File: config.mk
export PLATFORM = sky130hd
export DESIGN_NAME = aosfb_cfg_regs
export DESIGN_NICKNAME = d
export VERILOG_FILES = /design/src/hdl/aosfb_pkg.sv /design/src/hdl/aosfb_cfg_regs.sv
export SDC_FILE = /design/constraint.sdc
export NUM_CORES = 1
export LEC_CHECK = 0
export BUFFER_PORTS_ARGS = -buffer_cell sky130_fd_sc_hd__buf_2
export CORE_MARGIN = 4
export CORE_UTILIZATION = 30
export CTS_BUF_LIST = sky130_fd_sc_hd__clkbuf_4 sky130_fd_sc_hd__clkbuf_8
export CTS_CLUSTER_SIZE = 25
export DETAILED_ROUTE_END_ITERATION = 12
export PLACE_DENSITY = 0.55
export SLEW_MARGIN = 20
export SYNTH_ARGS = -nofsm -noshare
export SYNTH_HDL_FRONTEND = slang
export SYNTH_SLANG_ARGS = --single-unit
File: constraint.sdc
create_clock -name clk -period 0.8 [get_ports clk]
set_input_delay 0.08 -clock clk [delete_from_list [all_inputs] [get_ports clk]]
set_output_delay 0.08 -clock clk [all_outputs]
set_load 0.02 [all_outputs]
File: src/hdl/aosfb_pkg.sv
// ----------------------------------------------------------------------------
// aosfb_pkg
// Shared types, constants and the crc-16-ccitt byte update of the transfer
// frame builder.
// ----------------------------------------------------------------------------
package aosfb_pkg;

	// configuration port geometry
	localparam int CfgIdxW  = 3;
	localparam int CfgDataW = 16;

	// configuration register indexes
	typedef enum logic [CfgIdxW-1:0] {
		CFG_CHANNEL_HDR = 3'd0,
		CFG_DATA_HDR    = 3'd1,
		CFG_PACKET_ID   = 3'd2,
		CFG_CTRL_ONE    = 3'd3,
		CFG_CTRL_TWO    = 3'd4
	} cfg_idx_t;

	// configuration register set
	typedef struct packed {
		logic [15:0] channel_header_word;
		logic [15:0] data_header_word;
		logic [7:0]  packet_id_byte;
		logic [15:0] control_word_one;
		logic [15:0] control_word_two;
	} cfg_t;

	// register reset values
	localparam logic [15:0] ChannelHdrRst = 16'hC074;
	localparam logic [15:0] DataHdrRst    = 16'h00EA;
	localparam logic [7:0]  PacketIdRst   = 8'hAF;
	localparam logic [15:0] CtrlOneRst    = 16'h0080;
	localparam logic [15:0] CtrlTwoRst    = 16'h0000;

	// attached sync marker
	localparam logic [7:0] Sync0 = 8'h1A;
	localparam logic [7:0] Sync1 = 8'hCF;
	localparam logic [7:0] Sync2 = 8'hFC;
	localparam logic [7:0] Sync3 = 8'h1D;

	// frame layout around the payload
	localparam int HeadBytes = 80;
	localparam int CrcFirst  = 4;
	localparam int TailBytes = 6;
	localparam int LenExtra  = 5;

	// byte positions inside the frame head
	localparam logic [6:0] PosSync0   = 7'd0;
	localparam logic [6:0] PosSync1   = 7'd1;
	localparam logic [6:0] PosSync2   = 7'd2;
	localparam logic [6:0] PosSync3   = 7'd3;
	localparam logic [6:0] PosChanHi  = 7'd4;
	localparam logic [6:0] PosChanLo  = 7'd5;
	localparam logic [6:0] PosFcHi    = 7'd7;
	localparam logic [6:0] PosFcLo    = 7'd8;
	localparam logic [6:0] PosDhdrHi  = 7'd75;
	localparam logic [6:0] PosDhdrLo  = 7'd76;
	localparam logic [6:0] PosLenHi   = 7'd77;
	localparam logic [6:0] PosLenLo   = 7'd78;
	localparam logic [6:0] PosPid     = 7'd79;

	// byte offsets inside the frame tail
	localparam logic [2:0] TailCw1Hi = 3'd0;
	localparam logic [2:0] TailCw1Lo = 3'd1;
	localparam logic [2:0] TailCw2Hi = 3'd2;
	localparam logic [2:0] TailCw2Lo = 3'd3;
	localparam logic [2:0] TailCrcHi = 3'd4;
	localparam logic [2:0] TailCrcLo = 3'd5;

	// crc-16-ccitt, msb first
	localparam logic [15:0] CrcInit = 16'hFFFF;
	localparam logic [15:0] CrcPoly = 16'h1021;

	function automatic logic [15:0] crc16_byte(input logic [15:0] crc, input logic [7:0] b);
		logic [15:0] c;
		c = crc ^ {b, 8'h00};
		for (int k = 0; k < 8; k++) begin
			c = c[15] ? ((c << 1) ^ CrcPoly) : (c << 1);
		end
		return c;
	endfunction

endpackage

File: src/hdl/aosfb_cfg_regs.sv
// ----------------------------------------------------------------------------
// aosfb_cfg_regs
// Configuration register file written through the plain write port.
// ----------------------------------------------------------------------------
module aosfb_cfg_regs import aosfb_pkg::*; (
	input  logic                clk,
	input  logic                arst_n,
	input  logic                cfg_we,
	input  logic [CfgIdxW-1:0]  cfg_index,
	input  logic [CfgDataW-1:0] cfg_data,
	output cfg_t                cfg
);

	cfg_t cfg_q;

	// register writes, unknown indexes ignored
	always_ff @(posedge clk or negedge arst_n) begin
		if (!arst_n) begin
			cfg_q.channel_header_word <= ChannelHdrRst;
			cfg_q.data_header_word    <= DataHdrRst;
			cfg_q.packet_id_byte      <= PacketIdRst;
			cfg_q.control_word_one    <= CtrlOneRst;
			cfg_q.control_word_two    <= CtrlTwoRst;
		end else if (cfg_we) begin
			unique case (cfg_idx_t'(cfg_index))
				CFG_CHANNEL_HDR: cfg_q.channel_header_word <= cfg_data;
				CFG_DATA_HDR:    cfg_q.data_header_word    <= cfg_data;
				CFG_PACKET_ID:   cfg_q.packet_id_byte      <= cfg_data[7:0];
				CFG_CTRL_ONE:    cfg_q.control_word_one    <= cfg_data;
				CFG_CTRL_TWO:    cfg_q.control_word_two    <= cfg_data;
				default: begin
				end
			endcase
		end
	end

	assign cfg = cfg_q;

endmodule

==> results of run 1 <==
[kinds of logic after synthesis]
group,share of synthesized area
and+or+nand+nor,0.0250
buffers and inverters,0.0195
DFF,0.662
muxes,0.294
[cell usage in the layout (no fill, tap or decap), types with 2 or more instances in the layout]
cell             n
mux2_4          64
buf_2           18
bufinv_16        3
clkinv_4         2
dfrtp_1         48
nor4bb_4         3
dlygate4sd3_1    6
clkbuf_8         9
buf_12           7
buf_4           15
mux2_2           8
dfrtp_2          6
dfstp_2         18
buf_6          110
[power by group through the flow]
stage | Sequential, mW | Clock [mW] | Combinational, mW
floorplan | 6.09 | 0 | 1.11
global placement | 5.09 | 0 | 3.36
detailed placement | 5.09 | 0 | 3.40
CTS | 5.24 | 3.68 | 5.07
global route | 5.42 | 3.93 | 5.59
finish | 5.31 | 3.59 | 5.31
[final cells by class]
| cell class | count | area [um^2] | share of cell area |
|---|---|---|---|
| Tap cell | 108 | 135 | 0.0267 |
| Timing Repair Buffer | 157 | 1670 | 0.329 |
| Clock inverter | 7 | 128 | 0.0252 |
| Clock buffer | 9 | 124 | 0.0245 |
| Multi-Input combinational cell | 77 | 1170 | 0.232 |
| Sequential cell | 72 | 1830 | 0.362 |
[through the flow]
stage | hold WS, ns | instance area (um^2) | worst slack, ns | power [mW]
2_1_floorplan | -0.216 | 2990 | -0.355 | 7.21
3_3_place_gp | 0.100 | 3730 | -0.550 | 8.46
3_5_place_dp | 0.110 | 3730 | -0.567 | 8.49
4_1_cts | 0.00213 | 4880 | -0.313 | 14.0
5_1_grt | 0.000982 | 5060 | -0.351 | 14.9
6_report | 0.0214 | 5060 | -0.302 | 14.2
[worst max-delay path by stage]
stage	from	end	slack [ns]	cells after the start
floorplan	cfg_index[2]	cfg[56]	-0.35	3
global placement	cfg_index[2]	cfg[51]	-0.55	4
detailed placement	cfg_index[2]	cfg[44]	-0.57	4
CTS	cfg[37]	cfg[37]	-0.31	1
global route	cfg[37]	cfg[37]	-0.35	1
finish	cfg[45]	cfg[45]	-0.30	1
[timing repair]
item | 4_1_cts | 5_1_grt
hold buffers | 6 | 0
gates cloned | 0 | 1
hold endpoints to repair | 85 | 0
endpoints found under the setup margin | 126 | 131
pin swaps | 3 | 3
buffers inserted | 34 | 9
resized for setup | 178 | 29
[per-layer routing]
layer  up-vias  global-route usage
met5         -                   0
met4         0              0.0313
met3         6              0.0577
met2        73               0.224
met1       981               0.194
li1        876                   -
==> results.py, run 1 <==
metrics = {
    "status": {
        "status": "finished, violations left",
        "violations": "negative setup slack",
    },
    "setup_path": {
        "cp-end-kind": "output pin",
        "path_buf_inv": 1,
        "timing.rr.start": "cfg[47]",
        "cp_data_arrival_time_ns": 1.02,
        "worstPathRequired_ns": 0.72,
        "cp_max_fo": 2,
        "criticalPathCategory": "reg -> out",
        "r2r_end": "cfg[47]",
        "cp_cell_sequence": "buf_6",
        "ff2ff_setup_slack_ns": -0.13,
        "crit_slowest_cell": "dfstp_2",
        "critPathTopFamily": "flip-flops",
        "reg2reg_depth": 3,
        "cp-start-kind": "register",
        "cpPeakStageDelay_ns": 0.56,
    },
    "global_routing": {
        "antenna_found_initial": 0,
        "track_usage": 0.145,
        "globalRouteOverflowTotal": 0,
        "grt_pass1_wl_mm": 12.5,
        "grt_pass1_vias": 2247,
        "grt_max_degree": 38,
    },
    "finish": {
        "fillerInstances": 732,
        "instances_no_fill": 430,
        "final_nets": 339,
        "fin_util": 0.572,
        "syn_to_final_growth_pct": 83.4,
        "largest_reg_flops": 72,
        "num_antenna_cells": 0,
        "drive_above_1_share": 0.832,
    },
    "synth": {
        "synthFlopType": "dfrtp_1",
        "synth_top_cells_by_count": "72 x mux2_2, 54 x dfrtp_1, 18 x dfstp_2",
        "async_reset_ff_frac": 1.00,
        "syn_nets": 178,
        "syn_area_um2": 2760,
        "synth_area_leader_cell": "dfrtp_1",
        "yosysMostFrequentCell": "mux2_2",
        "synth-seq-cells": 72,
        "synth_area_per_cell_um2": 17.7,
        "synth_edf_count": 0,
        "synthTopCellsByArea": "dfrtp_1 49%, mux2_2 29%, dfstp_2 17%",
        "yosysUniqueCellTypes": 8,
        "synth_top_area_share": 0.490,
        "seq_area_frac_synth": 0.662,
        "syn_inst": 156,
        "ys_warn_count": 0,
    },
    "clock_network": {
        "cts_tree": "yes",
        "insertion_delay_ns": 0.34,
        "path_clk_slew_ns": 0.08,
        "cts_sinks": 72,
        "htree_num_levels": 3,
        "cts_root_buffer": "clkbuf_8",
        "clock_path_buffers": 2,
        "cts_buffers": 9,
    },
    "pwr": {
        "p_leak_nw": 2.43,
        "powerDensity_nw_per_um2": 2810,
        "combPwrFrac": 0.374,
        "p_switching_mw": 4.15,
        "clockPowerShare": 0.253,
        "p_int_mw": 10.1,
        "ir_worst_vdd_uv": 1410,
        "p_sw_frac": 0.292,
        "seqPwrFrac": 0.373,
    },
    "sta": {
        "tns_ns": -18.43,
        "max_freq_mhz": 907,
        "layout_setup_ws_ns": -0.302,
        "setup_violations": 132,
        "max_slew_margin": 0.778,
        "maxSlewViolCount": 0,
        "hold_viol": 0,
        "fin_worst_skew_ns": 0,
        "grt_setup_unrepaired": "true",
        "tightestPinTransition_ns": 0.333,
        "fin_crit_ns": 1.10,
        "finalCritPeriodShare": 1.38,
    },
    "die": {
        "die_w_um": 104,
        "fp-row-count": 34,
        "start_util": 0.312,
        "ios": 94,
        "design.core.area_um2": 8850,
        "fp.dieH_um": 104,
        "die-area_um2": 10800,
    },
    "route": {
        "vias": 1936,
        "via_per_inst": 4.50,
        "wirelength_mm": 7.74,
        "wl_met1_mm": 3.58,
        "top_layer_used": "met4",
        "postRouteAntennaNets": 0,
        "drc": 0,
        "drt-initial-drc-count": 50,
        "wl_met2_mm": 3.60,
        "wl_per_cell_um": 18.0,
        "wl_met3_um": 507,
        "first_pass_iters": 4,
    },
    "worst_hold_path": {
        "min_path_type": "in -> reg",
        "holdPathStages": 2,
        "hp-start": "cfg_data[10]",
        "holdPathEnd": "cfg[10]",
    },
    "job": {
        "maxCapViolCount": 0,
    },
    "placement": {
        "post-place-cells": 366,
        "io_buffers": 93,
        "gp_congestion": 0.707,
        "dp_hpwl_mm": 4.70,
    },
}
Power figures use the tool's default switching activity.
==> run 2: changes to the inputs <==
Settings changed: HOLD_SLACK_MARGIN from default to 0.12.
==> run 2 against run 1 <==
Net effect: the run still ends with negative setup slack left; final area increased by 2.8%; critical path depth unchanged; final cell count increased by 3.0%; hold slack improved by 0.21 ns; setup slack got worse by 0.0014 ns; register-to-register slack about the same; sequential share of layout area decreased by 0.98 points; maximum frequency decreased by 0.13%; sequential power about the same; wire length increased by 4.0%; global-route usage increased by 0.75 points; largest power group is now combinational cells; highest routed layer unchanged.
==> results.py, run 2 (same netlist as run 1, synthesis figures left out) <==
metrics = {
    "setup_path": {
        "crit_slowest_cell": "dfstp_2",
        "critPathTopFamily": "flip-flops",
        "timing.rr.start": "cfg[42]",
        "worst-path-stages": 1,
        "cp_cell_sequence": "buf_6",
        "cp-start-kind": "register",
        "ff2ff_setup_slack_ns": -0.14,
        "cp_max_fo": 2,
        "cp-end-kind": "output pin",
        "r2r_end": "cfg[42]",
        "cpPeakStageDelay_ns": 0.56,
        "criticalPathCategory": "reg -> out",
        "reg2reg_depth": 2,
        "path_buf_inv": 1,
        "worstPathRequired_ns": 0.72,
        "cp_data_arrival_time_ns": 1.02,
    },
    "global_routing": {
        "track_usage": 0.153,
        "globalRouteOverflowTotal": 0,
        "grt_max_degree": 38,
        "grt_pass1_wl_mm": 13.2,
        "grt_pass1_vias": 2320,
        "antenna_found_initial": 0,
    },
    "die": {
        "start_util": 0.312,
        "design.core.area_um2": 8850,
        "die-area_um2": 10800,
        "fp.dieH_um": 104,
        "die_w_um": 104,
        "fp-row-count": 34,
        "ios": 94,
    },
    "clock_network": {
        "htree_num_levels": 3,
        "cts_tree": "yes",
        "cts_root_buffer": "clkbuf_8",
        "path_clk_slew_ns": 0.08,
        "cts_buffers": 9,
        "clock_path_buffers": 2,
        "cts_sinks": 72,
        "insertion_delay_ns": 0.34,
    },
    "sta": {
        "layout_setup_ws_ns": -0.303,
        "maxSlewViolCount": 0,
        "finalCritPeriodShare": 1.38,
        "fin_worst_skew_ns": 0,
        "grt_setup_unrepaired": "true",
        "setup_violations": 135,
        "max_slew_margin": 0.762,
        "max_freq_mhz": 906,
        "hold_viol": 0,
        "tightestPinTransition_ns": 0.356,
        "fin_crit_ns": 1.10,
    },
    "placement": {
        "io_buffers": 93,
        "dp_hpwl_mm": 4.70,
        "gp_congestion": 0.707,
        "post-place-cells": 366,
    },
    "route": {
        "wirelength_mm": 8.05,
        "vias": 1981,
        "postRouteAntennaNets": 0,
        "drc": 0,
        "via_per_inst": 4.47,
        "drt-initial-drc-count": 55,
        "wl_per_cell_um": 18.2,
        "first_pass_iters": 4,
    },
    "pwr": {
        "combPwrFrac": 0.378,
        "p_int_mw": 10.1,
        "ir_worst_vdd_uv": 1480,
        "p_sw_frac": 0.294,
        "powerDensity_nw_per_um2": 2760,
        "seqPwrFrac": 0.370,
        "p_leak_nw": 2.50,
        "finalPower_mw": 14.4,
        "p_switching_mw": 4.23,
        "clockPowerShare": 0.253,
    },
    "worst_hold_path": {
        "holdPathStages": 4,
        "min_path_type": "in -> reg",
        "hp-start": "cfg_index[2]",
        "holdPathEnd": "cfg[45]",
    },
    "finish": {
        "drive_above_1_share": 0.806,
        "layout_common_cells": "112 x buf_6, 66 x mux2_4, 48 x dfrtp_1",
        "instances_no_fill": 443,
        "largest_reg_flops": 72,
        "syn_to_final_growth_pct": 88.5,
        "final_common_cell": "buf_6",
        "final_nets": 352,
        "num_antenna_cells": 0,
    },
    "status": {
        "status": "finished, violations left",
        "violations": "negative setup slack",
    },
    "job": {
        "maxCapViolCount": 0,
    },
}
-- run 2: changes by cell type in the layout (fill, tap and decap cells not counted) --
cell and change:
mux2_2 -2, mux2_4 +2, dlygate4sd3_1 +11, buf_6 +2
-- run 2: stage by stage --
stage	instance area, um^2	TNS, ns	utilization	setup slack, ns	hold slack, ns
2_1_floorplan	2990	-14.86	-	-0.355	-0.216
3_3_place_gp	3730	-29.92	0.422	-0.550	0.100
3_5_place_dp	3730	-31.61	0.422	-0.567	0.110
4_1_cts	4990	-18.81	0.563	-0.313	0.225
5_1_grt	5200	-23.35	0.588	-0.351	0.209
6_report	5200	-18.82	0.588	-0.303	0.231
-- run 2: what timing repair did --
| action | in CTS | in global routing |
|---|---|---|
| endpoints found under the hold margin | 144 | 0 |
| pin swaps | 3 | 3 |
| buffers inserted | 34 | 12 |
| gates resized for setup | 178 | 34 |
| cloned | 0 | 1 |
| hold buffers | 17 | 0 |
| setup endpoints to repair | 126 | 133 |
-- run 2: final cells by class --
| type | count | area (um^2) |
|---|---|---|
| clock buffers | 9 | 124 |
| clock inverters | 7 | 128 |
| fillers | 707 | 3650 |
| multi-input cells | 77 | 1180 |
| flip-flops and latches | 72 | 1830 |
| well taps | 108 | 135 |
| repair buffers | 170 | 1800 |
-- run 2: worst max-delay path by stage --
stage,startpoint,endpoint,slack [ns]
final,cfg[45],cfg[45],-0.30
after global routing,cfg[37],cfg[37],-0.35
after CTS,cfg[37],cfg[37],-0.31
after detailed placement,cfg_index[2],cfg[44],-0.57
after global placement,cfg_index[2],cfg[51],-0.55
after floorplan,cfg_index[2],cfg[56],-0.35
-- run 2: routing by layer --
layer	up-vias	GRT usage	share of wire
li1	902	-	-
met1	1000	0.203	0.45
met2	73	0.240	0.47
met3	6	0.0583	0.067
met4	0	0.0313	0.0063
met5	-	0	0
-- run 2: power by group through the flow --
stage,Combinational (mW),Sequential [mW],Clock (mW)
final,5.43,5.32,3.63
after global placement,3.36,5.09,0
after global routing,5.71,5.43,3.94
after floorplan,1.11,6.09,0
after detailed placement,3.40,5.09,0
after CTS,5.11,5.24,3.68
